### src/rtl/sbma_ram.sv
`default_nettype none
module sbma_ram #(
    parameter int WIDTH = 32,
    parameter int DEPTH = 128,
    localparam int AW = $clog2(DEPTH)
) (
    input  wire logic             aclk,
    input  wire logic             we,
    input  wire logic [AW-1:0]    waddr,
    input  wire logic [WIDTH-1:0] wdata,
    input  wire logic [AW-1:0]    raddr,
    output logic      [WIDTH-1:0] rdata
);

    logic [WIDTH-1:0] mem [DEPTH];

    always_ff @(posedge aclk) begin
        if (we) begin
            mem[waddr] <= wdata;
        end
        rdata <= mem[raddr];
    end

endmodule
`default_nettype wire

### config.mk
export PLATFORM = sky130hd
export DESIGN_NAME = sbma_ram
export DESIGN_NICKNAME = d
export VERILOG_FILES = /design/src/rtl/sbma_ram.sv
export SDC_FILE = /design/constraint.sdc
export NUM_CORES = 2
export LEC_CHECK = 0
export BUFFER_PORTS_ARGS = -buffer_cell sky130_fd_sc_hd__buf_2
export CAP_MARGIN = 20
export CORE_UTILIZATION = 33
export DETAILED_ROUTE_END_ITERATION = 7
export PLACE_DENSITY_LB_ADDON = 0.05
export SETUP_SLACK_MARGIN = 0.1
export SYNTH_ARGS = -nofsm -noshare
export SYNTH_HDL_FRONTEND = slang
export SYNTH_SLANG_ARGS = --single-unit
### constraint.sdc
create_clock -name aclk -period 9.3 [get_ports aclk]
set_clock_uncertainty 0.2 [all_clocks]
set_input_delay 0.93 -clock aclk [delete_from_list [all_inputs] [get_ports aclk]]
set_output_delay 0.93 -clock aclk [all_outputs]
set_load 0.02 [all_outputs]
Word-level counts from Yosys, hierarchy flattened
Memory sizes are Yosys's and may differ from the RTL's. A register that Yosys moved wholly into a read port is not among the register bits.
Index checks and enable logic that the tools add are counted.
{"block": "totals", "register_bits": 0, "ramBits": 4096, "input_bits": 48, "out_inout_bits": 32, "wordCells": 3, "n_memories": 1}
{"block": "op_classes", "n_mux": 2}
{"memory": "mem", "depth": 128, "width": 32, "read_ports": 1, "rd_ports_with_merged_regs": 1, "write_ports": 1, "line_no": "15", "text": "logic [WIDTH-1:0] mem [DEPTH];"}
{"operator": "1-bit two-way mux", "n": 2}

Longest topological paths before layout
{"block": "depth", "word_depth": 2, "depth_mapped": 8}

Least setup slack after synthesis
Ideal clock, no wire load.
{"block": "synth_timing", "path_type": "input-to-reg", "start": "input port we", "end": "memory mem[98][0] (enable)", "setup_time_ps": 461, "arrival_time_ps": 3708, "t_required_ps": 8639, "slack_ps": 4931, "path_stages": 3, "path_buffers": 1, "cell_sequence": "clkbuf_1 > nand4_1 > nor3_1"}
{"block": "synth_via", "elab_chain_len": 2}
{"item": "from (decl)", "line_no": "8", "text": "input wire logic we,"}
{"item": "1-bit two-way mux", "line_no": "18", "text": "if (we) begin"}
{"item": "1-bit two-way mux (implied by the code)", "line_no": "19", "text": "mem[waddr] <= wdata;"}
{"item": "to (decl)", "line_no": "15"}
No other way between the ends.

==> results by group <==
Pwr
  – Cell Pwr Density: 224 nW/um2
  – Peak VDD IR: 0.200 mV
  – Leakage: 0.0547 uW

Setup path
  – Worst reg2reg startpoint: mem[5][11]
  – Critical setup path kind: in2reg
  – Crit start category: input port
  – Reg-to-reg endpoint: rdata[11]
  – Worst Path Arrival: 4860 ps
  – Crit-path max FO: 87
  – R2r worst-path depth: 4
  – Worst R2R Setup Slack: 6200 ps
  – CP required: 9990 ps
  – Worst setup EP type: register

Worst hold path
  – Hold_sp: wdata[10]
  – Hold WC Path Type: in2reg
  – WHS Path Cells: 1
  – Hold path endpoint: mem[20][10]

Route
  – WL/cell: 39.2 um
  – DRT Pass-1 Iters: 8
  – Antenna Nets Post-Route: 0
  – Via-to-Cell Ratio: 5.38
  – WL final: 514000 um
  – DR vias: 70700
  – DR iter-0 viols: 7299
  – Drt drc: 2

Place
  – Area after DPL: 166000 um2
  – Port bufs: between 70 and 80
  – RD Place Congestion: 0.737
  – HPWL Detailed: 278000 um

Floorplan
  – Row count: about 250
  – CORE AREA: ~470000 um2
  – Die H: 690 um
  – Die width: 690 um
  – Starting Density: 0.332
  – Die footprint: ~480000 um2
  – Ports: 80

Clock network
  – Post-CTS resize count: 0
  – Clock buffer depth: 4
  – Clock Latency Late Sink: just over 1000 ps
  – Cts hold-fix bufs: 0
  – Num CTS Buffers: 460
  – H-tree depth: 5
  – # clock sinks: 4128
  – Cell at the root of the clock tree: clkbuf_16
  – Clock tree from TritonCTS: done
  – CTS clk-pin slew, worst paths: approximately 60 ps
  – Post-CTS setup buffer count: 0

Final layout
  – Nets: 6497
  – Share of layout cells above drive strength 1: 0.358
  – Area Overhead vs Synth: 15.8%
  – Final Cell Area: ~180000 um2
  – Reg area: roughly 120000 um2
  – Multi-input combinational cell area: 32300 um2
  – Filler cells: 41700

STA
  – Top achievable clock speed: 240 MHz
  – Min Tclk post-route: roughly 4200 ps
  – Final period utilization: 0.448
  – Slew @ Worst Pin: 1130 ps
  – Setup Viol. Count Final: 0
  – Setup repair after global routing missed its margin: false
  – Setup TNS: 0 ps
  – Slew headroom: 0.249
  – Hold Vio Cnt, Final: 0
  – Final Slew Violations: 0

Global route
  – Initial antenna violation count: between 70 and 80
  – Largest net degree at the start of global routing: 104
  – First-pass GRT wire length: 689000 um
  – Total GRT Usage: 0.214
  – GRT overflow: 0
  – Vias in the first global route: roughly 74000

Job
  – MaxCap Viol Count: 0

Logic synthesis
  – Post-Syn Area: ~160000 um2
  – Register area share after synthesis: 0.791
  – Synth Net Count: around 6000
  – Synthesized area per cell: 26.1 um2
  – Synthesized flop and latch total: around 4100
  – YS warnings: 0
  – Mapped Cells: 5990
  – Distinct cells, synth: 17

Outcome
  – Status: complete, but fails checks
  – Failing checks: design-rule violations
[where the power goes]
| part | switching, uW | internal (uW) |
|---|---|---|
| clock | 7530 | 10300 |
| combinational | 1400 | 743 |
| sequential | 106 | 20600 |
| total | 9030 | 31600 |
[final cells by class]
| type | count | share of cell area |
|---|---|---|
| Antenna cell | 70 | 0.000968 |
| Clock buffer | 608 | 0.0689 |
| Clock inverter | 241 | 0.0114 |
| Multi-Input combinational cell | 1546 | 0.178 |
| Sequential cell | 4128 | 0.683 |
| Tap cell | 6223 | 0.0430 |
| Timing Repair Buffer | 313 | 0.0143 |
[cell families (layout without fill, tap and decap cells)]
group,count (synthesis),in the layout,synth area share
and+or+nand+nor,170,170,0.00446
DFF,4128,4128,0.791
other,0,70,0
buffers and inverters,316,1162,0.00839
muxes,1376,1376,0.196
[cells in the final DEF (no fill, tap or decap), drive strengths merged, types with 9 or more instances in the layout]
cell type	netlist	layout
mux2	32	32
clkbuf	182	608
mux4	1344	1344
diode	0	70
bufinv	0	32
edfxtp	4096	4096
nand2	14	14
nor2	122	122
clkinv	0	187
dfxtp	32	32
buf	134	313
nor3	9	9
nand3	12	12
inv	0	15
[metal layers]
metal	wire (um)	part of all wire	up-vias	global-route usage
li1	-	-	27500	-
met1	231000	0.45	40700	0.308
met2	248000	0.48	1934	0.348
met3	25600	0.050	511	0.0324
met4	9270	0.018	18	0.0405
met5	111	0.00022	-	0
[critical path: stages]
cell and delay (ps):
buf_12 550, buf_12 550, mux4_2 610, mux4_2 730, mux4_2 660, mux2_2 310
[worst max path at each step]
| stage | startpoint | to | slack, ps | depth (start not counted) |
|---|---|---|---|---|
| after floorplan | we | mem[98][0] | 4930 | 3 |
| after global placement | raddr[0] | rdata[0] | 4010 | 7 |
| after detailed placement | raddr[0] | rdata[0] | 3990 | 7 |
| after CTS | raddr[0] | rdata[0] | 5100 | 7 |
| after global routing | raddr[0] | rdata[0] | 4990 | 7 |
| final | raddr[0] | rdata[25] | 5130 | 6 |
[registers in the layout, summed over array words and instances, names as in the netlist]
name and count:
rdata 32, mem 4096
[through the flow]
stage | total power, uW | hold slack, ps | cells | setup slack (ps) | utilization
6_report | 40600 | 132 | 13100 | 5130 | 0.384
5_1_grt | 41800 | 74.8 | 13100 | 4990 | 0.384
4_1_cts | 41100 | 30.0 | 13100 | 5100 | 0.384
3_5_place_dp | 23300 | 919 | 12200 | 3990 | 0.353
3_3_place_gp | 23300 | 923 | 12200 | 4010 | 0.353
2_1_floorplan | 22000 | 829 | 5990 | 4930 | -
[Yosys cell counts (all sizes together)]
master	instances	share of area
mux4	1344	0.19
nand2b	2	0.000080
nand3	12	0.00038
buf	134	0.0040
nor2b	7	0.00028
nor3	9	0.00029
nor2	122	0.0029
nand4	3	0.00012
clkbuf	182	0.0044
nand2	14	0.00034
mux2	32	0.0023
or3	1	0.000040
edfxtp	4096	0.79
dfxtp	32	0.0041
No activity file was read; power rests on OpenSTA's default activity.
