**src/rtl/sbma_pkg.sv**
```systemverilog
`default_nettype none
package sbma_pkg;

    localparam int NUM_CLASSES   = 16;
    localparam int CLS_W         = 4;
    localparam int MAP_WORDS     = 128;
    localparam int IDX_W         = 7;
    localparam int WORD_BITS     = 32;
    localparam int BIT_W         = 5;
    localparam int BLK_W         = 11;
    localparam int SPAN_W        = 15;
    localparam int OFF_W         = 20;
    localparam int WRD_W         = 6;
    localparam int MAX_B256      = 64;
    localparam int MAX_REQ       = 256;
    localparam int DEFAULT_ALIGN = 4;

    localparam logic CFG_BASE   = 1'b0;
    localparam logic CFG_BLOCKS = 1'b1;

    typedef enum logic [1:0] {
        OP_ALLOC = 2'd0,
        OP_FREE  = 2'd1,
        OP_CLEAR = 2'd2,
        OP_NONE  = 2'd3
    } op_t;

    typedef enum logic [1:0] {
        ST_OK       = 2'd0,
        ST_NO_FIT   = 2'd1,
        ST_NOT_SLOT = 2'd2,
        ST_NOT_USED = 2'd3
    } status_t;

    // floor(65536 / (c + 1))
    localparam logic [16:0] RECIP [NUM_CLASSES] = '{
        17'd65536, 17'd32768, 17'd21845, 17'd16384, 17'd13107, 17'd10922,
        17'd9362,  17'd8192,  17'd7281,  17'd6553,  17'd5957,  17'd5461,
        17'd5041,  17'd4681,  17'd4369,  17'd4096
    };

    typedef struct packed {
        logic [31:0]       start;
        logic [BLK_W-1:0]  blocks;
        logic [IDX_W-1:0]  first;
        logic [WRD_W-1:0]  words;
        logic [SPAN_W-1:0] span;
    } cls_info_t;

    typedef enum logic [1:0] {
        L_IDLE,
        L_START,
        L_WAIT,
        L_WRITE
    } lay_state_t;

    typedef enum logic [3:0] {
        E_IDLE,
        E_A_CLS,
        E_A_RD,
        E_A_CHK,
        E_A_BIT,
        E_A_ADDR,
        E_F_CLS,
        E_F_DIV,
        E_F_RD,
        E_F_CHK,
        E_DONE
    } eng_state_t;

endpackage
`default_nettype wire

```
**src/rtl/sbma_div.sv**
```systemverilog
`default_nettype none
module sbma_div
    import sbma_pkg::*;
(
    input  wire logic             aclk,
    input  wire logic             aresetn,
    input  wire logic             start,
    input  wire logic [BLK_W-1:0] x,
    input  wire logic [CLS_W-1:0] cls,
    output logic                  done,
    output logic      [BLK_W-1:0] quot,
    output logic      [BIT_W-1:0] rem
);

    logic [27:0]      prod_reg;
    logic [BLK_W-1:0] x_reg;
    logic [CLS_W-1:0] cls_reg;
    logic             vld_reg;

    logic [4:0]       d;
    logic [BLK_W-1:0] q0;
    logic [15:0]      qd;
    logic [BLK_W-1:0] r0;
    logic             ge;
    logic [BLK_W-1:0] r1;

    always_ff @(posedge aclk) begin
        if (!aresetn) begin
            vld_reg <= 1'b0;
        end else begin
            vld_reg <= start;
        end
        prod_reg <= {17'd0, x} * {11'd0, RECIP[cls]};
        x_reg    <= x;
        cls_reg  <= cls;
    end

    always_comb begin
        d    = {1'b0, cls_reg} + 5'd1;
        q0   = prod_reg[26:16];
        qd   = {5'd0, q0} * {11'd0, d};
        r0   = x_reg - qd[BLK_W-1:0];
        ge   = (r0 >= {6'd0, d});
        r1   = ge ? (r0 - {6'd0, d}) : r0;
        quot = q0 + {10'd0, ge};
        rem  = r1[BIT_W-1:0];
        done = vld_reg;
    end

endmodule
`default_nettype wire

```
**src/rtl/sbma_layout.sv**
```systemverilog
`default_nettype none
module sbma_layout
    import sbma_pkg::*;
(
    input  wire logic             aclk,
    input  wire logic             aresetn,
    input  wire logic             cfg_wr_en,
    input  wire logic             cfg_index,
    input  wire logic [31:0]      cfg_wdata,
    input  wire logic [CLS_W-1:0] rd_cls,
    output cls_info_t             rd_info,
    output logic                  busy
);

    lay_state_t       state_reg, state_next;
    logic [31:0]      base_reg;
    logic [6:0]       b256_reg;
    logic [CLS_W-1:0] c_reg;
    logic [OFF_W-1:0] off_reg;
    logic [IDX_W-1:0] first_reg;
    logic [BLK_W-1:0] blk_reg;

    logic [31:0]       start_tab [NUM_CLASSES];
    logic [BLK_W-1:0]  blk_tab   [NUM_CLASSES];
    logic [IDX_W-1:0]  first_tab [NUM_CLASSES];
    logic [WRD_W-1:0]  words_tab [NUM_CLASSES];
    logic [SPAN_W-1:0] span_tab  [NUM_CLASSES];

    logic             div_start, div_done;
    logic [BLK_W-1:0] div_q;
    logic [BIT_W-1:0] div_rem;
    logic [6:0]       bclamp;
    logic [BLK_W-1:0] div_x;
    logic             tab_we;
    logic [WRD_W-1:0] words;
    logic [11:0]      wsum;
    logic [15:0]      units;
    logic [SPAN_W-1:0] span;
    logic [OFF_W-1:0] osum;
    logic [OFF_W-1:0] off_next;

    always_comb begin
        if (b256_reg == 7'd0) begin
            bclamp = 7'd1;
        end else if (b256_reg > 7'(MAX_B256)) begin
            bclamp = 7'(MAX_B256);
        end else begin
            bclamp = b256_reg;
        end
        div_x    = {bclamp, 4'd0};
        wsum     = {1'b0, blk_reg} + 12'd31;
        words    = wsum[10:5];
        units    = {5'd0, blk_reg} * {11'd0, ({1'b0, c_reg} + 5'd1)};
        span     = {units[10:0], 4'd0};
        osum     = off_reg + {5'd0, span} + {12'd0, words, 2'd0} + OFF_W'(31);
        off_next = {osum[OFF_W-1:5], 5'd0};
    end

    sbma_div u_div (
        .aclk    (aclk),
        .aresetn (aresetn),
        .start   (div_start),
        .x       (div_x),
        .cls     (c_reg),
        .done    (div_done),
        .quot    (div_q),
        .rem     (div_rem)
    );

    always_comb begin
        state_next = state_reg;
        unique case (state_reg)
            L_IDLE:  state_next = L_IDLE;
            L_START: state_next = L_WAIT;
            L_WAIT:  if (div_done) state_next = L_WRITE;
            L_WRITE: state_next = (c_reg == CLS_W'(NUM_CLASSES - 1)) ? L_IDLE : L_START;
            default: state_next = L_IDLE;
        endcase
    end

    always_comb begin
        div_start = (state_reg == L_START);
        tab_we    = (state_reg == L_WRITE);
        busy      = (state_reg != L_IDLE);
    end

    always_ff @(posedge aclk) begin
        if (!aresetn) begin
            state_reg <= L_START;
            base_reg  <= 32'd0;
            b256_reg  <= 7'd16;
            c_reg     <= '0;
            off_reg   <= '0;
            first_reg <= '0;
        end else if (cfg_wr_en) begin
            if (cfg_index == CFG_BASE) begin
                base_reg <= cfg_wdata;
            end else begin
                b256_reg <= cfg_wdata[6:0];
            end
            state_reg <= L_START;
            c_reg     <= '0;
            off_reg   <= '0;
            first_reg <= '0;
        end else begin
            state_reg <= state_next;
            if (tab_we) begin
                c_reg     <= c_reg + CLS_W'(1);
                off_reg   <= off_next;
                first_reg <= first_reg + IDX_W'(words);
            end
        end
        if (state_reg == L_WAIT && div_done) begin
            blk_reg <= div_q;
        end
        if (tab_we) begin
            start_tab[c_reg] <= base_reg + {{(32-OFF_W){1'b0}}, off_reg};
            blk_tab[c_reg]   <= blk_reg;
            first_tab[c_reg] <= first_reg;
            words_tab[c_reg] <= words;
            span_tab[c_reg]  <= span;
        end
    end

    always_comb begin
        rd_info.start  = start_tab[rd_cls];
        rd_info.blocks = blk_tab[rd_cls];
        rd_info.first  = first_tab[rd_cls];
        rd_info.words  = words_tab[rd_cls];
        rd_info.span   = span_tab[rd_cls];
    end

endmodule
`default_nettype wire

```
**config.mk**
```make
export PLATFORM = sky130hd
export DESIGN_NAME = sbma_layout
export DESIGN_NICKNAME = d
export VERILOG_FILES = /design/src/rtl/sbma_pkg.sv /design/src/rtl/sbma_div.sv /design/src/rtl/sbma_layout.sv
export SDC_FILE = /design/constraint.sdc
export NUM_CORES = 1
export LEC_CHECK = 0
export BUFFER_PORTS_ARGS = -buffer_cell sky130_fd_sc_hd__buf_2
export CORE_AREA = 10 10 358 360
export CTS_BUF_LIST = sky130_fd_sc_hd__clkbuf_4 sky130_fd_sc_hd__clkbuf_8
export DETAILED_ROUTE_END_ITERATION = 16
export DIE_AREA = 0 0 368 370
export PLACE_DENSITY = 0.65
export SLEW_MARGIN = 20
export SYNTH_ARGS = -nofsm -noshare
export SYNTH_HDL_FRONTEND = slang
export SYNTH_SLANG_ARGS = --single-unit
```
**constraint.sdc**
```tcl
create_clock -name aclk -period 6 [get_ports aclk]
set_input_delay 0.9 -clock aclk [delete_from_list [all_inputs] [get_ports aclk]]
set_output_delay 0.9 -clock aclk [all_outputs]
set_load 0.05 [all_outputs]
```
Word level (Yosys, flattened, before mapping) --
Memories as Yosys holds them, arrays and structs flattened. Cells that the tools add are included.
Storage, ports and cells: register bits after elaboration 113, memory bits (writable) 1072, bits in read-only memories 272, bits of input ports 40, output and inout bits 72, logic and storage cells 58, memories 6
Memories:
- start_tab | depth 16, bits a word 32, read ports 1, clocked after Yosys merged registers in 0, wr ports 1, line sbma_layout.sv:23 | logic [31:0] start_tab [NUM_CLASSES];
- (no name shown) | depth 16, bits a word 17, read ports 1, clocked after Yosys merged registers in 0, wr ports 0, line sbma_div.sv:33 | prod_reg <= {17'd0, x} * {11'd0, RECIP[cls]};
- blk_tab | depth 16, bits a word 11, read ports 1, clocked after Yosys merged registers in 0, wr ports 1, line sbma_layout.sv:24 | logic [BLK_W-1:0] blk_tab [NUM_CLASSES];
- span_tab | depth 16, bits a word 11, read ports 1, clocked after Yosys merged registers in 0, wr ports 1, line sbma_layout.sv:27 | logic [SPAN_W-1:0] span_tab [NUM_CLASSES];
- first_tab | depth 16, bits a word 7, read ports 1, clocked after Yosys merged registers in 0, wr ports 1, line sbma_layout.sv:25 | logic [IDX_W-1:0] first_tab [NUM_CLASSES];
- words_tab | depth 16, bits a word 6, read ports 1, clocked after Yosys merged registers in 0, wr ports 1, line sbma_layout.sv:26 | logic [WRD_W-1:0] words_tab [NUM_CLASSES];
Cells by class: $add $sub $neg 11, multipliers 3, order comparisons 3, eq/ne operators 5, muxes and demuxes 9, bitwise logic cells 3, reduce and logical (&&, ||, !) cells 7
Operators with widths (number):
- $mux W17 | 2
- $add A32 B20 Y32 | 1
- $mul A7 B17 Y23 | 1
- $mul A11 B5 Y11 | 2
- $add A20 B15 Y20 | 1
- $add A20 B5 Y20 const B | 1
- $add A20 B8 Y20 | 1
- $mux W7 | 2
- $add A11 B1 Y11 | 1
- $add A11 B5 Y11 const B | 1
- $ge A11 B5 Y1 | 1
- $sub A11 B11 Y11 | 1
- $add A4 B1 Y5 const B | 2
- $pmux W2 S4 | 1
- $add A7 B6 Y7 | 1
- $gt A7 B7 Y1 const B | 1
- $logic_not A7 Y1 | 1
- $ge A5 B5 Y1 const B | 1
- $not A4 Y5 | 1
- $add A4 B1 Y4 const B | 1
- $eq A2 B2 Y1 const B | 2
- $eq A4 B4 Y1 const B | 1
- $reduce_and A2 Y1 | 2
- $mux W1 | 3
- 8 further kinds | 9

Logic depth before layout (Yosys ltp) --
depth after elaboration 5, mapped depth 26

Cells and area by module --
A second synthesis with hierarchy kept.
Unflattened totals: cell total of the unflattened synthesis 3178, area, all modules 54533.6 um^2
By module, submodules not included:
- sbma_layout | times used 1, cells each 2217, area an instance 46229.3 um^2
- sbma_div | times used 1, cells each 961, area an instance 8304.2 um^2

Worst setup path before layout --
No wires, ideal clock.
path kind register to register, start register c_reg[1], end register off_reg[18], library setup time 0.071 ns, arrival 6.131 ns, required time 5.929 ns, path slack -0.201 ns, stages on the path, launching flop included 25, buffers on the path 1, period minus slack after synthesis 6.201 ns, cells stage by stage dfxtp_1 ha_1 inv_1 ha_1 clkbuf_1 nand2b_1 fa_1 fa_1 fa_1 inv_1 ha_1 a21o_1 a21oi_1 o21bai_1 a21oi_1 o21ai_0 xnor2_1 ha_1 ha_1 nand2_1 o21ai_0 a22o_1 a21oi_2 or3_1 a21oi_1
Between the ends: cells in the longest elaborated chain, start to end 5
RTL lines:
- start: declaration | line sbma_layout.sv:18 | logic [CLS_W-1:0] c_reg;
- start signal: assignment | line sbma_layout.sv:108 | c_reg <= c_reg + CLS_W'(1);
- $add A4 B1 Y5 | line sbma_layout.sv:53 | units = {5'd0, blk_reg} * {11'd0, ({1'b0, c_reg} + 5'd1)};
- $mul A11 B5 Y11 | line sbma_layout.sv:53
- named net units[10] | line sbma_layout.sv:37 | logic [15:0] units;
- $add A20 B15 Y20 | line sbma_layout.sv:55 | osum = off_reg + {5'd0, span} + {12'd0, words, 2'd0} + OFF_W'(31);
- $add A20 B8 Y20 | line sbma_layout.sv:55
- $add A20 B5 Y20 | line sbma_layout.sv:55
- end signal: assignment | line sbma_layout.sv:109 | off_reg <= off_next;
- end: declaration | line sbma_layout.sv:19 | logic [OFF_W-1:0] off_reg;
The timed path passes the listed nets, and every way through them passes these cells. A chain may end at the register's enable or synchronous reset.

Worst setup path after layout --
start register c_reg[0], end register u_div.prod_reg[24]
Between the ends: cells in the longest elaborated chain, start to end 5
RTL lines:
- $not A4 Y5 (not written as such) | line sbma_div.sv:33
- $mem_v2 Z16 W17
- $mux W17 (not written as such) (2 in a row) | line sbma_div.sv:33
- $mul A7 B17 Y23 | line sbma_div.sv:33
- end signal: assignment | line sbma_div.sv:33
- end: declaration | line sbma_div.sv:15 | logic [27:0] prod_reg;
Every way passes these cells. The select of a mux whose other input is x is not followed.

==> impl_summary.md <==
Critical path
On the critical path, the stage with the largest delay is an instance of fa_1. The number of cells on the critical path is 23. The most frequent cell on the critical path is fa_1. On the worst path, the slowest cell contributes a delay of 0.54 ns. The register-to-register path setup slack is 0.29 ns.

The worst setup path is launched from a flip-flop. The critical path is of the flip-flop to flip-flop type. The most critical setup path has its startpoint at c_reg[0]. The required time at the worst-slack endpoint is 6.79 ns. The kind of cell with the highest combined delay along the critical path is adder cells. The critical path contains buffers and inverters numbering 6 combined. Following the worst setup path forward leads to its endpoint at u_div.prod_reg[24]. At the worst endpoint, the arrival time is 6.49 ns. The number of cells traversed by the worst register-to-register path is 23.

The worst reg2reg path endpoint is u_div.prod_reg[24]. STA classifies the critical path endpoint as a flip-flop. The maximum fanout along the worst path is 11.

The critical register-to-register path startpoint is c_reg[0]. Walking the worst path, the cells encountered are buf_4, clkinvlp_4, ha_1, inv_1, nor2_1, a22oi_1, buf_4, nor2_1, fa_1, fa_1, fa_1, inv_1, fa_1, inv_1, ha_1, a21oi_1, o21ai_0, a21oi_1, a21oi_2, a221o_1, a21o_1, a21oi_2, xnor2_1.

Route
The average via count per standard cell is 5.41. For this block, the initial DRC count from the detailed router was 2134. The iteration count of the initial detailed-routing pass is 5. The post-detailed-route DRC marker count is 0. The number of nets still failing antenna checks after routing is 0.

The final routed wirelength across all metal layers is 121 mm. The detailed-route wire length per cell is 24.3 um. Across all layers, the routed design uses 26781 vias.

Clocking
The H-tree depth reported by CTS is 4. For the worst-skew pair, the clock arrives at the later sink with an insertion delay of 0.87 ns. After clock tree synthesis, the clock-pin slew on the worst setup and hold paths is 0.07 ns. No sink is reached through more buffers than the 3 on the longest clock path. The clock net sink count is 1173. The root buffer cell is clkbuf_8. The clock buffer count from CTS is 184. After clock tree synthesis, the flow added hold-fix buffers numbering 0. TritonCTS built the clock tree.

Worst hold path
The class of the worst hold path is input pin to flip-flop. The startpoint of the worst hold path is cfg_wdata[22].

Synthesis
The share of synthesized registers carrying an async set or reset is 0%. Counting every instance in the synthesized netlist gives 2880. The count of cell types in the netlist is 64. Sequential cells were found to cover 66.3% of the synthesized design area. The post-synthesis cell area is 51800 um^2. The synthesized design contains 1083 enable-type register cells. The post-synthesis average cell area is 18.0 um^2. After synthesis the netlist holds a flip-flop and latch count of 1173.

The warning count from the yosys run is 0. Among all flip-flop cells after synthesis, the most frequent one is edfxtp_1.

Place
At the end of routability-driven placement, the weighted congestion stood at 0.817. The number of placed cells counting well taps is 4611. Buffers placed on the I/O ports in this run total 107.

At the placement stage, the worst setup path has a slack of -0.0598 ns. The HPWL after detailed placement is 69.3 mm.

Floorplan
The floorplan die area is 136000 um^2. Row generation in the floorplan step produced 128 rows. 112 I/O pins were placed.

The initial core utilization is 42.8%. The die is 370 um tall. The core outline area is 121000 um^2. The floorplan step set the die width to 368 um.

Timing
The final setup skew is 0.0452 ns. Across all setup checks in the final design, the least slack found is 0.293 ns. The worst slew margin relative to its limit is 23.8%.

Final hold analysis gives a worst-case slack of 0.295 ns. The final number of setup-violating endpoints is 0. The final critical-path share of the clock period is 95.1%. After layout, the minimum clock period comes to 5.71 ns.

The count of final max-slew check failures is 0. The final-report hold violation count is 0. For this run, the top clock speed supported by timing is 175 MHz. The transition at the pin with the smallest max-transition slack is 1.14 ns.

Finish
The number of flip-flops in the largest register is 512. The number of nets in the layout is 3464. The finished layout holds 4953 standard cells, fillers aside. Ranked by flip-flop count, first place goes to start_tab. The fraction of layout cells with a size suffix above 1 is 27.7%. Compared with the post-synthesis result, the final layout area differs by 13.6%.

In the layout the commonest cells are edfxtp_1 (1083), mux4_2 (335), nand2_1 (212), clkbuf_8 (190), inv_1 (186). Leaving out fill and tap cells, the most frequent cell in the layout is edfxtp_1. The largest registers in the layout are start_tab x512, blk_tab x176, span_tab x176. The count of fill cells added during filler insertion is 10040.

Outcome
The flow ran to the end, and the final reports show no timing, DRC or antenna violations.

GRT
The via count of the first global-routing pass is 28374. The total routing resource utilization after global routing is 17.8%. The pin count of the biggest net entering global routing is 70.

The number of antenna violations at the first check in global routing is 2. For this run the aggregate overflow at the end of global routing stands at 0. The first-pass GRT wire length is 183 mm.

Pwr
The total power consumption of the routed design is 16.9 mW. The power density of the placed cells is 287 nW/um^2. The analysis attributes to cell leakage a power of 20.7 nW. Across the VDD grid, the largest voltage drop is 165 uV.

Job
The tool flagged a number of max-cap violations equal to 0.
## per-layer routing
metal | routed length (um) | vias up | GRT usage (%)
li1 | - | 11662 | -
met2 | 60300 | 805 | 29.5
met3 | 7300 | 153 | 3.53
met5 | 0 | - | 0
met4 | 2250 | 0 | 4.59
met1 | 50700 | 14161 | 24.0
## per-stage QoR
stage          setup TNS, ns  cell area (um^2)  utilization, %
5_1_grt              -0.0578             58800            48.6
3_5_place_dp          -0.104             55000            45.5
2_1_floorplan              0             51800               -
4_1_cts                    0             58600            48.4
3_3_place_gp         -0.0545             55000            45.4
6_report                   0             58800            48.6
## area by class of cell
type | instances | area [um^2] | area share (%)
sequential | 1173 | 34300 | 58.4
multi-input combinational | 1394 | 16600 | 28.1
clock buffer | 252 | 3080 | 5.24
tap | 1625 | 2030 | 3.46
timing repair buffer | 227 | 1600 | 2.72
inverter | 194 | 736 | 1.25
clock inverter | 85 | 487 | 0.827
antenna | 3 | 7.51 | 0.0128
## Yosys cell counts (all sizes together), types with 3 or more instances
cell type | number | area [um^2]
o21ai | 20 | 100
xor2 | 32 | 280
o21a | 10 | 75.1
a211oi | 5 | 37.5
xnor2 | 69 | 604
or2 | 5 | 31.3
clkbuf | 84 | 315
a21o | 25 | 188
nor3 | 10 | 50.1
a21boi | 39 | 293
nor2b | 34 | 213
dfxtp | 90 | 1800
nand3b | 4 | 42.5
buf | 38 | 188
and3 | 11 | 68.8
mux2i | 12 | 120
inv | 188 | 706
edfxtp | 1083 | 32500
and2 | 30 | 188
fa | 123 | 2460
nand2 | 212 | 796
ha | 127 | 1590
nor2 | 128 | 480
nand2b | 34 | 213
nand3 | 27 | 140
a31oi | 6 | 37.5
clkinv | 6 | 22.5
o21bai | 4 | 30.0
mux4 | 335 | 7540
o2111ai | 3 | 26.3
a21oi | 50 | 262
nand4 | 4 | 25.0
## power breakdown
part	leakage (nW)	internal (mW)	switching, mW
combinational	8.09	0.511	0.790
clock	1.88	3.46	3.09
sequential	10.8	8.96	0.0483
## worst min-delay path by stage
| stage | end | cells after the start |
|---|---|---|
| 6_report | base_reg[22] | 3 |
| 5_1_grt | base_reg[26] | 3 |
| 4_1_cts | base_reg[22] | 3 |
| 3_5_place_dp | u_div.cls_reg[2] | 0 |
| 3_3_place_gp | u_div.cls_reg[2] | 0 |
| 2_1_floorplan | u_div.cls_reg[0] | 0 |
## cell families after synthesis
logic type | after synthesis | synth area share [%]
buffers and inverters | 316 | 2.38
other | 1 | 0.00724
multiplexers | 347 | 14.8
flip-flops | 1173 | 66.3
AND/OR/NAND/NOR | 506 | 4.48
AO/OA/AOI/OAI | 186 | 2.48
adder cells (fa/ha/maj) | 250 | 7.83
XOR/XNOR | 101 | 1.71
## worst register-to-register path, delay by kind of cell, from the launching register on
family	cells	cell delay [ns]
XOR/XNOR	1	0.13
adder cells (fa/ha/maj)	6	2.62
buffers and inverters	6	0.84
AND/OR/NAND/NOR	2	0.17
flip-flops	1	0.33
AO/OA/AOI/OAI	8	1.54
## repair_timing
action,4_1_cts,5_1_grt
setup endpoints to repair,4,15
resized for setup,0,16
setup buffers,1,1
pin swaps,1,2
hold endpoints to repair,0,0
Power figures use the tool's default switching activity.
