===== src/rtl/sbma_pkg.sv =====
`default_nettype none
package sbma_pkg;

    localparam int NUM_CLASSES   = 16;
    localparam int CLS_W         = 4;
    localparam int MAP_WORDS     = 128;
    localparam int IDX_W         = 7;
    localparam int WORD_BITS     = 32;
    localparam int BIT_W         = 5;
    localparam int BLK_W         = 11;
    localparam int SPAN_W        = 15;
    localparam int OFF_W         = 20;
    localparam int WRD_W         = 6;
    localparam int MAX_B256      = 64;
    localparam int MAX_REQ       = 256;
    localparam int DEFAULT_ALIGN = 4;

    localparam logic CFG_BASE   = 1'b0;
    localparam logic CFG_BLOCKS = 1'b1;

    typedef enum logic [1:0] {
        OP_ALLOC = 2'd0,
        OP_FREE  = 2'd1,
        OP_CLEAR = 2'd2,
        OP_NONE  = 2'd3
    } op_t;

    typedef enum logic [1:0] {
        ST_OK       = 2'd0,
        ST_NO_FIT   = 2'd1,
        ST_NOT_SLOT = 2'd2,
        ST_NOT_USED = 2'd3
    } status_t;

    // floor(65536 / (c + 1))
    localparam logic [16:0] RECIP [NUM_CLASSES] = '{
        17'd65536, 17'd32768, 17'd21845, 17'd16384, 17'd13107, 17'd10922,
        17'd9362,  17'd8192,  17'd7281,  17'd6553,  17'd5957,  17'd5461,
        17'd5041,  17'd4681,  17'd4369,  17'd4096
    };

    typedef struct packed {
        logic [31:0]       start;
        logic [BLK_W-1:0]  blocks;
        logic [IDX_W-1:0]  first;
        logic [WRD_W-1:0]  words;
        logic [SPAN_W-1:0] span;
    } cls_info_t;

    typedef enum logic [1:0] {
        L_IDLE,
        L_START,
        L_WAIT,
        L_WRITE
    } lay_state_t;

    typedef enum logic [3:0] {
        E_IDLE,
        E_A_CLS,
        E_A_RD,
        E_A_CHK,
        E_A_BIT,
        E_A_ADDR,
        E_F_CLS,
        E_F_DIV,
        E_F_RD,
        E_F_CHK,
        E_DONE
    } eng_state_t;

endpackage
`default_nettype wire


===== src/rtl/sbma_div.sv =====
`default_nettype none
module sbma_div
    import sbma_pkg::*;
(
    input  wire logic             aclk,
    input  wire logic             aresetn,
    input  wire logic             start,
    input  wire logic [BLK_W-1:0] x,
    input  wire logic [CLS_W-1:0] cls,
    output logic                  done,
    output logic      [BLK_W-1:0] quot,
    output logic      [BIT_W-1:0] rem
);

    logic [27:0]      prod_reg;
    logic [BLK_W-1:0] x_reg;
    logic [CLS_W-1:0] cls_reg;
    logic             vld_reg;

    logic [4:0]       d;
    logic [BLK_W-1:0] q0;
    logic [15:0]      qd;
    logic [BLK_W-1:0] r0;
    logic             ge;
    logic [BLK_W-1:0] r1;

    always_ff @(posedge aclk) begin
        if (!aresetn) begin
            vld_reg <= 1'b0;
        end else begin
            vld_reg <= start;
        end
        prod_reg <= {17'd0, x} * {11'd0, RECIP[cls]};
        x_reg    <= x;
        cls_reg  <= cls;
    end

    always_comb begin
        d    = {1'b0, cls_reg} + 5'd1;
        q0   = prod_reg[26:16];
        qd   = {5'd0, q0} * {11'd0, d};
        r0   = x_reg - qd[BLK_W-1:0];
        ge   = (r0 >= {6'd0, d});
        r1   = ge ? (r0 - {6'd0, d}) : r0;
        quot = q0 + {10'd0, ge};
        rem  = r1[BIT_W-1:0];
        done = vld_reg;
    end

endmodule
`default_nettype wire


===== src/rtl/sbma_engine.sv =====
`default_nettype none
module sbma_engine
    import sbma_pkg::*;
(
    input  wire logic             aclk,
    input  wire logic             aresetn,
    input  wire logic             in_valid,
    output logic                  in_ready,
    input  wire logic [1:0]       in_op,
    input  wire logic [8:0]       in_req,
    input  wire logic [3:0]       in_align,
    input  wire logic [31:0]      in_faddr,
    output logic                  out_valid,
    input  wire logic             out_ready,
    output logic      [31:0]      out_addr,
    output logic      [1:0]       out_status,
    input  wire logic             layout_busy,
    input  wire logic             cfg_clear,
    output logic      [CLS_W-1:0] cls_sel,
    input  cls_info_t             info,
    output logic                  ram_we,
    output logic      [IDX_W-1:0] ram_waddr,
    output logic      [31:0]      ram_wdata,
    output logic      [IDX_W-1:0] ram_raddr,
    input  wire logic [31:0]      ram_rdata
);

    eng_state_t       state_reg, state_next;
    logic [3:0]       align_reg;
    logic [31:0]      faddr_reg;
    logic [CLS_W-1:0] c_reg;
    logic [BIT_W-1:0] w_reg;
    logic [BIT_W-1:0] j_reg;
    logic [IDX_W-1:0] idx_reg;
    logic [31:0]      word_reg;
    logic [31:0]      free_reg;
    logic [31:0]      a_reg;
    logic [31:0]      res_addr_reg;
    logic [1:0]       res_status_reg;
    logic             m_valid_reg;
    logic [31:0]      m_addr_reg;
    logic [1:0]       m_status_reg;
    logic [MAP_WORDS-1:0] vld_reg;
    logic             vq_reg;

    logic             accept;
    logic [4:0]       d5;
    logic [8:0]       size9;
    logic [31:0]      rd_word;
    logic [BLK_W-1:0] left;
    logic [31:0]      vmask;
    logic [31:0]      used;
    logic             full;
    logic [31:0]      free_bits;
    logic [BIT_W-1:0] low_bit;
    logic [BIT_W-1:0] ap_bit;
    logic [14:0]      aprod;
    logic [31:0]      addr_calc;
    logic [15:0]      amask;
    logic             aligned;
    logic [31:0]      foff;
    logic             in_span;
    logic             last_word, last_cls, default_al, too_big;
    logic [IDX_W-1:0] word_idx;
    logic [CLS_W-1:0] req_cls;
    logic [8:0]       req_m1;
    logic             div_start, div_done;
    logic [BLK_W-1:0] div_q;
    logic [BIT_W-1:0] div_rem;
    logic             found;

    always_comb begin
        accept     = in_valid && in_ready;
        d5         = {1'b0, c_reg} + 5'd1;
        size9      = {d5, 4'd0};
        rd_word    = vq_reg ? ram_rdata : 32'd0;
        left       = info.blocks - {1'b0, w_reg, 5'd0};
        vmask      = (left[10:5] != 6'd0) ? 32'hFFFF_FFFF : ((32'd1 << left[4:0]) - 32'd1);
        used       = rd_word & vmask;
        full       = (used == vmask);
        free_bits  = ~used & vmask;
        low_bit    = '0;
        for (int j = WORD_BITS - 1; j >= 0; j--) begin
            if (free_bits[j]) low_bit = BIT_W'(j);
        end
        ap_bit     = (state_reg == E_A_CHK) ? BIT_W'(WORD_BITS - 1) : j_reg;
        aprod      = {10'd0, d5} * {5'd0, w_reg, ap_bit};
        addr_calc  = info.start + {13'd0, aprod, 4'd0};
        amask      = (16'd1 << align_reg) - 16'd1;
        aligned    = ((a_reg[15:0] & amask) == 16'd0);
        foff       = faddr_reg - info.start;
        in_span    = (foff < {17'd0, info.span});
        last_word  = (w_reg == '0);
        last_cls   = (c_reg == CLS_W'(NUM_CLASSES - 1));
        default_al = (align_reg == 4'(DEFAULT_ALIGN));
        too_big    = (in_req > 9'(MAX_REQ));
        req_m1     = in_req - 9'd1;
        req_cls    = (in_req == 9'd0) ? '0 : req_m1[7:4];
        word_idx   = info.first + {2'd0, w_reg};
        found      = free_reg[j_reg] && aligned;
        cls_sel    = c_reg;
    end

    sbma_div u_div (
        .aclk    (aclk),
        .aresetn (aresetn),
        .start   (div_start),
        .x       (foff[14:4]),
        .cls     (c_reg),
        .done    (div_done),
        .quot    (div_q),
        .rem     (div_rem)
    );

    always_comb begin
        state_next = state_reg;
        unique case (state_reg)
            E_IDLE: begin
                if (accept) begin
                    unique case (in_op)
                        OP_ALLOC: state_next = too_big ? E_DONE : E_A_CLS;
                        OP_FREE:  state_next = E_F_CLS;
                        default:  state_next = E_DONE;
                    endcase
                end
            end
            E_A_CLS: begin
                if (info.words != '0) state_next = E_A_RD;
                else if (last_cls) state_next = E_DONE;
            end
            E_A_RD: state_next = E_A_CHK;
            E_A_CHK: begin
                if (full) begin
                    if (!last_word) state_next = E_A_RD;
                    else state_next = last_cls ? E_DONE : E_A_CLS;
                end else begin
                    state_next = default_al ? E_A_ADDR : E_A_BIT;
                end
            end
            E_A_BIT: begin
                if (found) state_next = E_DONE;
                else if (j_reg == '0) begin
                    if (!last_word) state_next = E_A_RD;
                    else state_next = last_cls ? E_DONE : E_A_CLS;
                end
            end
            E_A_ADDR: state_next = E_DONE;
            E_F_CLS: begin
                if (in_span) state_next = (foff[3:0] != 4'd0) ? E_DONE : E_F_DIV;
                else if (last_cls) state_next = E_DONE;
            end
            E_F_DIV: if (div_done) state_next = (div_rem != '0) ? E_DONE : E_F_RD;
            E_F_RD:  state_next = E_F_CHK;
            E_F_CHK: state_next = E_DONE;
            E_DONE:  if (!m_valid_reg || out_ready) state_next = E_IDLE;
            default: state_next = E_IDLE;
        endcase
    end

    always_comb begin
        in_ready  = (state_reg == E_IDLE) && !layout_busy;
        div_start = (state_reg == E_F_CLS) && in_span && (foff[3:0] == 4'd0);
        ram_raddr = (state_reg == E_F_RD) ? idx_reg : word_idx;
        ram_we    = 1'b0;
        ram_waddr = word_idx;
        ram_wdata = rd_word | (32'd1 << low_bit);
        unique case (state_reg)
            E_A_CHK: ram_we = !full && default_al;
            E_A_BIT: begin
                ram_we    = found;
                ram_wdata = word_reg | (32'd1 << j_reg);
            end
            E_F_CHK: begin
                ram_we    = rd_word[j_reg];
                ram_waddr = idx_reg;
                ram_wdata = rd_word & ~(32'd1 << j_reg);
            end
            default: ram_we = 1'b0;
        endcase
        out_valid  = m_valid_reg;
        out_addr   = m_addr_reg;
        out_status = m_status_reg;
    end

    always_ff @(posedge aclk) begin
        if (!aresetn) begin
            state_reg   <= E_IDLE;
            m_valid_reg <= 1'b0;
            vld_reg     <= '0;
        end else begin
            state_reg <= state_next;
            if (state_reg == E_DONE && (!m_valid_reg || out_ready)) begin
                m_valid_reg <= 1'b1;
            end else if (out_ready) begin
                m_valid_reg <= 1'b0;
            end
            if (cfg_clear || (accept && in_op == OP_CLEAR)) begin
                vld_reg <= '0;
            end else if (ram_we) begin
                vld_reg[ram_waddr] <= 1'b1;
            end
        end
        vq_reg <= vld_reg[ram_raddr];
        if (state_reg == E_DONE && (!m_valid_reg || out_ready)) begin
            m_addr_reg   <= res_addr_reg;
            m_status_reg <= res_status_reg;
        end
        unique case (state_reg)
            E_IDLE: begin
                align_reg      <= in_align;
                faddr_reg      <= in_faddr;
                res_addr_reg   <= 32'd0;
                res_status_reg <= (in_op == OP_ALLOC && too_big) ? ST_NO_FIT : ST_OK;
                c_reg          <= (in_op == OP_ALLOC) ? req_cls : '0;
            end
            E_A_CLS: begin
                w_reg <= BIT_W'(info.words - WRD_W'(1));
                if (info.words == '0) begin
                    if (last_cls) res_status_reg <= ST_NO_FIT;
                    else c_reg <= c_reg + CLS_W'(1);
                end
            end
            E_A_CHK: begin
                word_reg <= rd_word;
                free_reg <= free_bits;
                a_reg    <= addr_calc;
                j_reg    <= default_al ? low_bit : BIT_W'(WORD_BITS - 1);
                if (full) begin
                    if (!last_word) w_reg <= w_reg - BIT_W'(1);
                    else if (last_cls) res_status_reg <= ST_NO_FIT;
                    else c_reg <= c_reg + CLS_W'(1);
                end
            end
            E_A_BIT: begin
                if (found) begin
                    res_addr_reg <= a_reg;
                end else if (j_reg == '0) begin
                    if (!last_word) w_reg <= w_reg - BIT_W'(1);
                    else if (last_cls) res_status_reg <= ST_NO_FIT;
                    else c_reg <= c_reg + CLS_W'(1);
                end else begin
                    j_reg <= j_reg - BIT_W'(1);
                    a_reg <= a_reg - {23'd0, size9};
                end
            end
            E_A_ADDR: res_addr_reg <= addr_calc;
            E_F_CLS: begin
                if (in_span) begin
                    if (foff[3:0] != 4'd0) res_status_reg <= ST_NOT_SLOT;
                end else if (last_cls) begin
                    res_status_reg <= ST_NOT_SLOT;
                end else begin
                    c_reg <= c_reg + CLS_W'(1);
                end
            end
            E_F_DIV: begin
                idx_reg <= info.first + {2'd0, div_q[9:5]};
                j_reg   <= div_q[4:0];
                if (div_done && div_rem != '0) res_status_reg <= ST_NOT_SLOT;
            end
            E_F_CHK: if (!rd_word[j_reg]) res_status_reg <= ST_NOT_USED;
            default: ;
        endcase
    end

endmodule
`default_nettype wire


===== config.mk =====
export PLATFORM = sky130hd
export DESIGN_NAME = sbma_engine
export DESIGN_NICKNAME = d
export VERILOG_FILES = /design/src/rtl/sbma_pkg.sv /design/src/rtl/sbma_div.sv /design/src/rtl/sbma_engine.sv
export SDC_FILE = /design/constraint.sdc
export NUM_CORES = 1
export LEC_CHECK = 0
export BUFFER_PORTS_ARGS = -buffer_cell sky130_fd_sc_hd__buf_2
export CORE_MARGIN = 2
export CORE_UTILIZATION = 35
export DETAILED_ROUTE_END_ITERATION = 16
export PLACE_DENSITY = 0.62
export SETUP_SLACK_MARGIN = 0.02
export SKIP_CTS_REPAIR_TIMING = 1
export SLEW_MARGIN = 20
export SYNTH_ARGS = -nofsm -noshare
export SYNTH_HDL_FRONTEND = slang
export SYNTH_SLANG_ARGS = --single-unit

===== constraint.sdc =====
create_clock -name aclk -period 9.4 [get_ports aclk]
set_input_delay 0.94 -clock aclk [delete_from_list [all_inputs] [get_ports aclk]]
set_output_delay 0.94 -clock aclk [all_outputs]
set_load 0.01 [all_outputs]

After elaboration in Yosys (flattened, before gate mapping)
Memories as Yosys holds them, arrays and structs flattened.
Index checks and enable logic that the tools add are counted.
Cells by class
  mux-type cells: 106
  bitwise logic cells: 11
  $mul: 3
  reduce and logical (&&, ||, !) cells: 44
  $add $sub $neg: 18
  shift operators: 4
  equal/unequal tests: 30
  order comparisons: 8
Operator list (count)
  $mux W5: 41
  $mux W32: 5
  $or A128 B128 Y128: 1
  $pmux W32 S2: 2
  $and A32 B32 Y32: 3
  $pmux W32 S3: 1
  $shl A1 B5 Y32 const A: 3
  $mux W4: 22
  $not A32 Y32: 2
  $or A32 B32 Y32: 2
  $pmux W4 S10: 1
  $mux W17: 2
  $add A32 B19 Y32: 1
  $eq A32 B32 Y1: 1
  $lt A32 B15 Y1: 1
  $sub A32 B1 Y32 const B: 1
  $sub A32 B32 Y32: 1
  $sub A32 B9 Y32: 1
  $pmux W5 S3: 2
  $mul A11 B17 Y27: 1
  $mux W2: 12
  $eq A4 B3 Y1 const B: 5
  $ne A2 B2 Y1 const B: 10
  $pmux W4 S5: 1
  59 further kinds: 102
Word-level totals
  bits in read-only memories: 272
  memories kept: 1
  word-level logic and storage cells: 246
  input bits: 156
  register bits: 398
Memories
  (name not given): words 16, width 17, read ports 1, clocked after Yosys merged registers in 0, wr ports 0, RTL line sbma_div.sv:33  | prod_reg <= {17'd0, x} * {11'd0, RECIP[cls]};

Depth between registers and ports, before layout
  depth in word-level cells: 42
  depth in mapped cells: 33
  mapped depth without buffers: 32

By module
From an unflattened synthesis, not the netlist that was laid out.
Second synthesis, totals
  cell total of the unflattened synthesis: 3610
  area total of the unflattened synthesis: 32255.9 um^2
Modules (own cells, without submodules)
  sbma_engine: cells an instance 2620, area each 23812.8 um^2, times used 1
  sbma_div: cells an instance 990, area each 8443.1 um^2, times used 1

Worst setup path before layout
OpenSTA, ideal clock, no wires.
  path kind: reg2reg
  start point: register state_reg[0]
  end point: register a_reg[27] (data pin)
  clock period less this slack: 8.767 ns
  cell stages (with the launch flop): 30
  slack: 0.633 ns
  data arrival time: 8.497 ns
  setup time: 0.270 ns
  cell sequence: dfxtp_1 > clkbuf_1 > nand2b_1 > or2_2 > clkbuf_1 > clkinv_1 > clkbuf_1 > o21ai_0 > fa_1 > fa_1 > fa_1 > inv_1 > ha_1 > nor2b_1 > o21ai_0 > a21boi_0 > o21ai_0 > a21boi_0 > o21ai_0 > a21boi_0 > o21ai_0 > nor2b_1 > xnor2_1 > ha_1 > nand3_1 > a211oi_1 > o31ai_1 > a2111oi_0 > xnor2_1 > a21oi_1
Between the ends
  cells in the longest elaborated chain, start to end: 5
  elaborated cells between the ends (all ways): 6
RTL lines
  start: declaration: RTL line sbma_engine.sv:28  | eng_state_t state_reg, state_next;
  start signal: assignment: RTL line sbma_engine.sv:191  | state_reg <= state_next;
  $eq A4 B2 Y1: RTL line sbma_engine.sv:86, sbma_engine.sv:208
  $mux W5: RTL line sbma_engine.sv:86  | ap_bit = (state_reg == E_A_CHK) ? BIT_W'(WORD_BITS - 1) : j_reg;
  $mul A5 B10 Y15: RTL line sbma_engine.sv:87  | aprod = {10'd0, d5} * {5'd0, w_reg, ap_bit};
  $add A32 B19 Y32: RTL line sbma_engine.sv:88  | addr_calc = info.start + {13'd0, aprod, 4'd0};
  $pmux W32 S2 (*): RTL line sbma_engine.sv:208  | unique case (state_reg)
  end signal: assignment: RTL line sbma_engine.sv:226  | a_reg <= addr_calc;
  end signal: assignment: RTL line sbma_engine.sv:243  | a_reg <= a_reg - {23'd0, size9};
  end: declaration: RTL line sbma_engine.sv:37  | logic [31:0] a_reg;
Every way passes the cells marked *; elsewhere a longest branch is shown, timed or not.
A chain may end at the register's enable or synchronous reset.

Worst setup path after layout
  start point: register faddr_reg[0]
  end point: register u_div.prod_reg[26]
Between the ends
  cells in the longest elaborated chain, start to end: 2
RTL lines
  start: declaration: RTL line sbma_engine.sv:30  | logic [31:0] faddr_reg;
  start signal: assignment: RTL line sbma_engine.sv:211  | faddr_reg <= in_faddr;
  $sub A32 B32 Y32: RTL line sbma_engine.sv:91  | foff = faddr_reg - info.start;
  $mul A11 B17 Y27: RTL line sbma_div.sv:33
  end signal: assignment: RTL line sbma_div.sv:33
  end: declaration: RTL line sbma_div.sv:15  | logic [27:0] prod_reg;
Every way passes these cells.

==> flow_metrics.py <==
metrics = {
    "worst_hold_path": {
        "min_to": "out_addr[25]",
        "worstHoldPathType": "reg -> reg",
        "holdPathStages": 0,
        "hold_path.startpoint": "res_addr_reg[25]",
    },
    "floorplan": {
        "start_util_pct": 35.22,
        "die_area_um2": 92850,
        "fp-row-count": 110,
        "core_um2": 89870,
        "die_width_um": 304.7,
        "io_pins": 243,
        "die_h_um": 304.7,
    },
    "worst_setup_path": {
        "crit_type": "reg -> reg",
        "path_max_fanout": 14,
        "r2r_setup_slack_ns": 0.91,
        "r2r_cells": 28,
        "cpMostUsedCell": "fa_1",
        "startpoint_type": "register",
        "cp.required_ns": 9.90,
        "r2r-end": "u_div.prod_reg[26]",
        "cp-end-kind": "register",
        "cp_slowest_cell": "fa_1",
        "crit_path_max_incr_delay_ns": 0.56,
        "worstReg2RegStart": "faddr_reg[0]",
        "worstPathArrival_ns": 8.98,
    },
    "drt": {
        "drt_wl_total_um": 99830,
        "wire_per_inst_um": 20.42,
        "viasPerCell": 5.444,
        "final_antenna_net_count": 0,
        "dr.pass1.iters": 6,
        "drc": 0,
        "drt_iter0_markers": 2414,
        "num_vias": 26610,
    },
    "synthesis": {
        "yosysTopAreaCell": "edfxtp_1",
        "yosysSeqAreaShare_pct": 31.15,
        "yosysWarnings": 0,
        "syn_area_per_cell_um2": 9.022,
        "synth_flop_cell": "edfxtp_1",
        "synth_area_um2": 31650,
        "synth_area_leaders": "edfxtp_1, fa_1, dfxtp_1",
        "synth-seq-cells": 382,
        "netlist_instances": 3508,
        "synthDistinctLibCells": 94,
        "synthArstFlopShare_pct": 0,
        "synth_edf_count": 221,
        "syn-num-nets": 4059,
        "synth_top_area_share_pct": 20.97,
    },
    "final_layout": {
        "final_common_cell": "nand2_1",
        "fin_nets": 4228,
        "largest_register_ffs": 128,
        "stdcell_count": 4889,
        "final_cell_mix": "nand2_1, inv_1, buf_2",
        "drive_gt1_share_pct": 11.96,
        "fillers": 8991,
        "syn_to_final_growth_pct": 12.27,
    },
    "job": {
        "drv_cap": 0,
    },
    "grt": {
        "grt_overflow": 0,
        "antenna_found_initial": 13,
        "grt_pass1_wl_um": 152600,
        "grt_pass1_vias": 25710,
        "grt_max_degree": 111,
        "gr-usage-all-layers_pct": 20.99,
    },
    "clock_tree": {
        "numCtsBuffers": 44,
        "root_buffer": "clkbuf_16",
        "clk_latency_ns": 0.62,
        "clk_pin_slew_ns": 0.06,
        "ctsHtreeMaxLevel": 2,
        "clock_sinks": 382,
        "cts_tree": "built",
        "cts_buffer_depth": 3,
    },
    "timing": {
        "worst_pin_slew_ns": 1.178,
        "relSlewSlack_pct": 20.82,
        "finalHoldViolations": 0,
        "rsz0062_at_grt": "no",
        "finClkSkew_ns": 0.02755,
        "setup_viol": 0,
        "finalCriticalPeriod_ns": 8.486,
        "final_max_slew_viol_count": 0,
        "fin_crit_sh_pct": 90.28,
        "fin_tns_setup_ns": 0,
        "fmax_mhz": 117.8,
    },
    "placement": {
        "port_buffers": 242,
        "globalplace.congestion": 0.9611,
        "dpl.cell_count": 4806,
        "hpwl_um": 77040,
    },
    "run_status": {
        "status": "finished, final reports clean",
    },
}
per-layer routing:
metal	GRT usage, %	vias to the layer above	share of wire (%)
li1	-	12560	-
met1	29.36	12800	45
met2	33.14	1075	45
met3	3.706	180	7.7
met4	6.136	6	2.8
met5	0	-	0.034
layout make-up:
class | instances | area, um^2 | area share, %
Clock buffer | 62 | 1240 | 3.489
Tap cell | 1176 | 1471 | 4.141
Sequential cell | 382 | 9859 | 27.75
Inverter | 332 | 1246 | 3.507
Timing Repair Buffer | 284 | 1546 | 4.352
Multi-Input combinational cell | 2633 | 19950 | 56.13
Clock inverter | 18 | 220.2 | 0.6197
Antenna cell | 2 | 5.005 | 0.01408
worst max path at each step:
| stage | endpoint | start | slack (ns) |
|---|---|---|---|
| 2_1_floorplan | a_reg[27] | state_reg[0] | 0.63 |
| 3_3_place_gp | u_div.prod_reg[26] | info[39] | 0.51 |
| 3_5_place_dp | u_div.prod_reg[26] | info[47] | 0.34 |
| 4_1_cts | u_div.prod_reg[26] | faddr_reg[0] | 0.93 |
| 5_1_grt | u_div.prod_reg[26] | faddr_reg[0] | 0.33 |
| 6_report | u_div.prod_reg[26] | faddr_reg[0] | 0.91 |
synth_stat cells, drive strengths merged (7+ instances only):
cell / count
a2111oi: 9
a211oi: 36
a21boi: 11
a21o: 34
a21oi: 167
a22o: 9
a311oi: 7
a31o: 7
a31oi: 26
and2: 63
and3: 24
buf: 47
clkbuf: 114
dfxtp: 161
edfxtp: 221
fa: 190
ha: 205
inv: 330
mux2: 15
mux2i: 147
mux4: 18
nand2: 514
nand2b: 38
nand3: 65
nand3b: 7
nand4: 13
nor2: 235
nor2b: 50
nor3: 55
nor4: 26
o2111ai: 10
o211ai: 13
o21a: 23
o21ai: 280
o21bai: 13
o22ai: 13
o31ai: 20
o32ai: 24
or2: 13
or3: 13
or4: 16
xnor2: 87
xor2: 46
worst max-delay path, delay by kind of cell, from the launching register on:
| family | cells | cell delay [ns] |
|---|---|---|
| adders and majority gates | 8 | 3.53 |
| AOI/OAI and AO/OA | 7 | 2.50 |
| and+or+nand+nor | 7 | 1.07 |
| buffers and inverters | 4 | 0.52 |
| DFF | 1 | 0.40 |
| xor gates and xnor gates | 2 | 0.35 |
kinds of logic after synthesis:
group	synth area share, %
DFF	31.15
adders and majority gates	20.12
AOI/OAI and AO/OA	15.24
muxes	6.463
buffers and inverters	6.127
xor gates and xnor gates	3.680
and+or+nand+nor	17.21
metrics by stage:
step,setup slack (ns),instance area (um^2),hold slack (ns),util [%]
2_1_floorplan,0.6327,31650,0.4003,-
3_3_place_gp,0.5116,34040,0.4053,37.88
3_5_place_dp,0.3431,34040,0.4045,37.88
4_1_cts,0.9283,35500,0.4143,39.50
5_1_grt,0.3348,35530,0.4069,39.53
6_report,0.9138,35540,0.4164,39.54
Power is left out: the tool's default activity adds up to more than one toggle a clock period on the data nets, which glitch-free logic cannot reach.
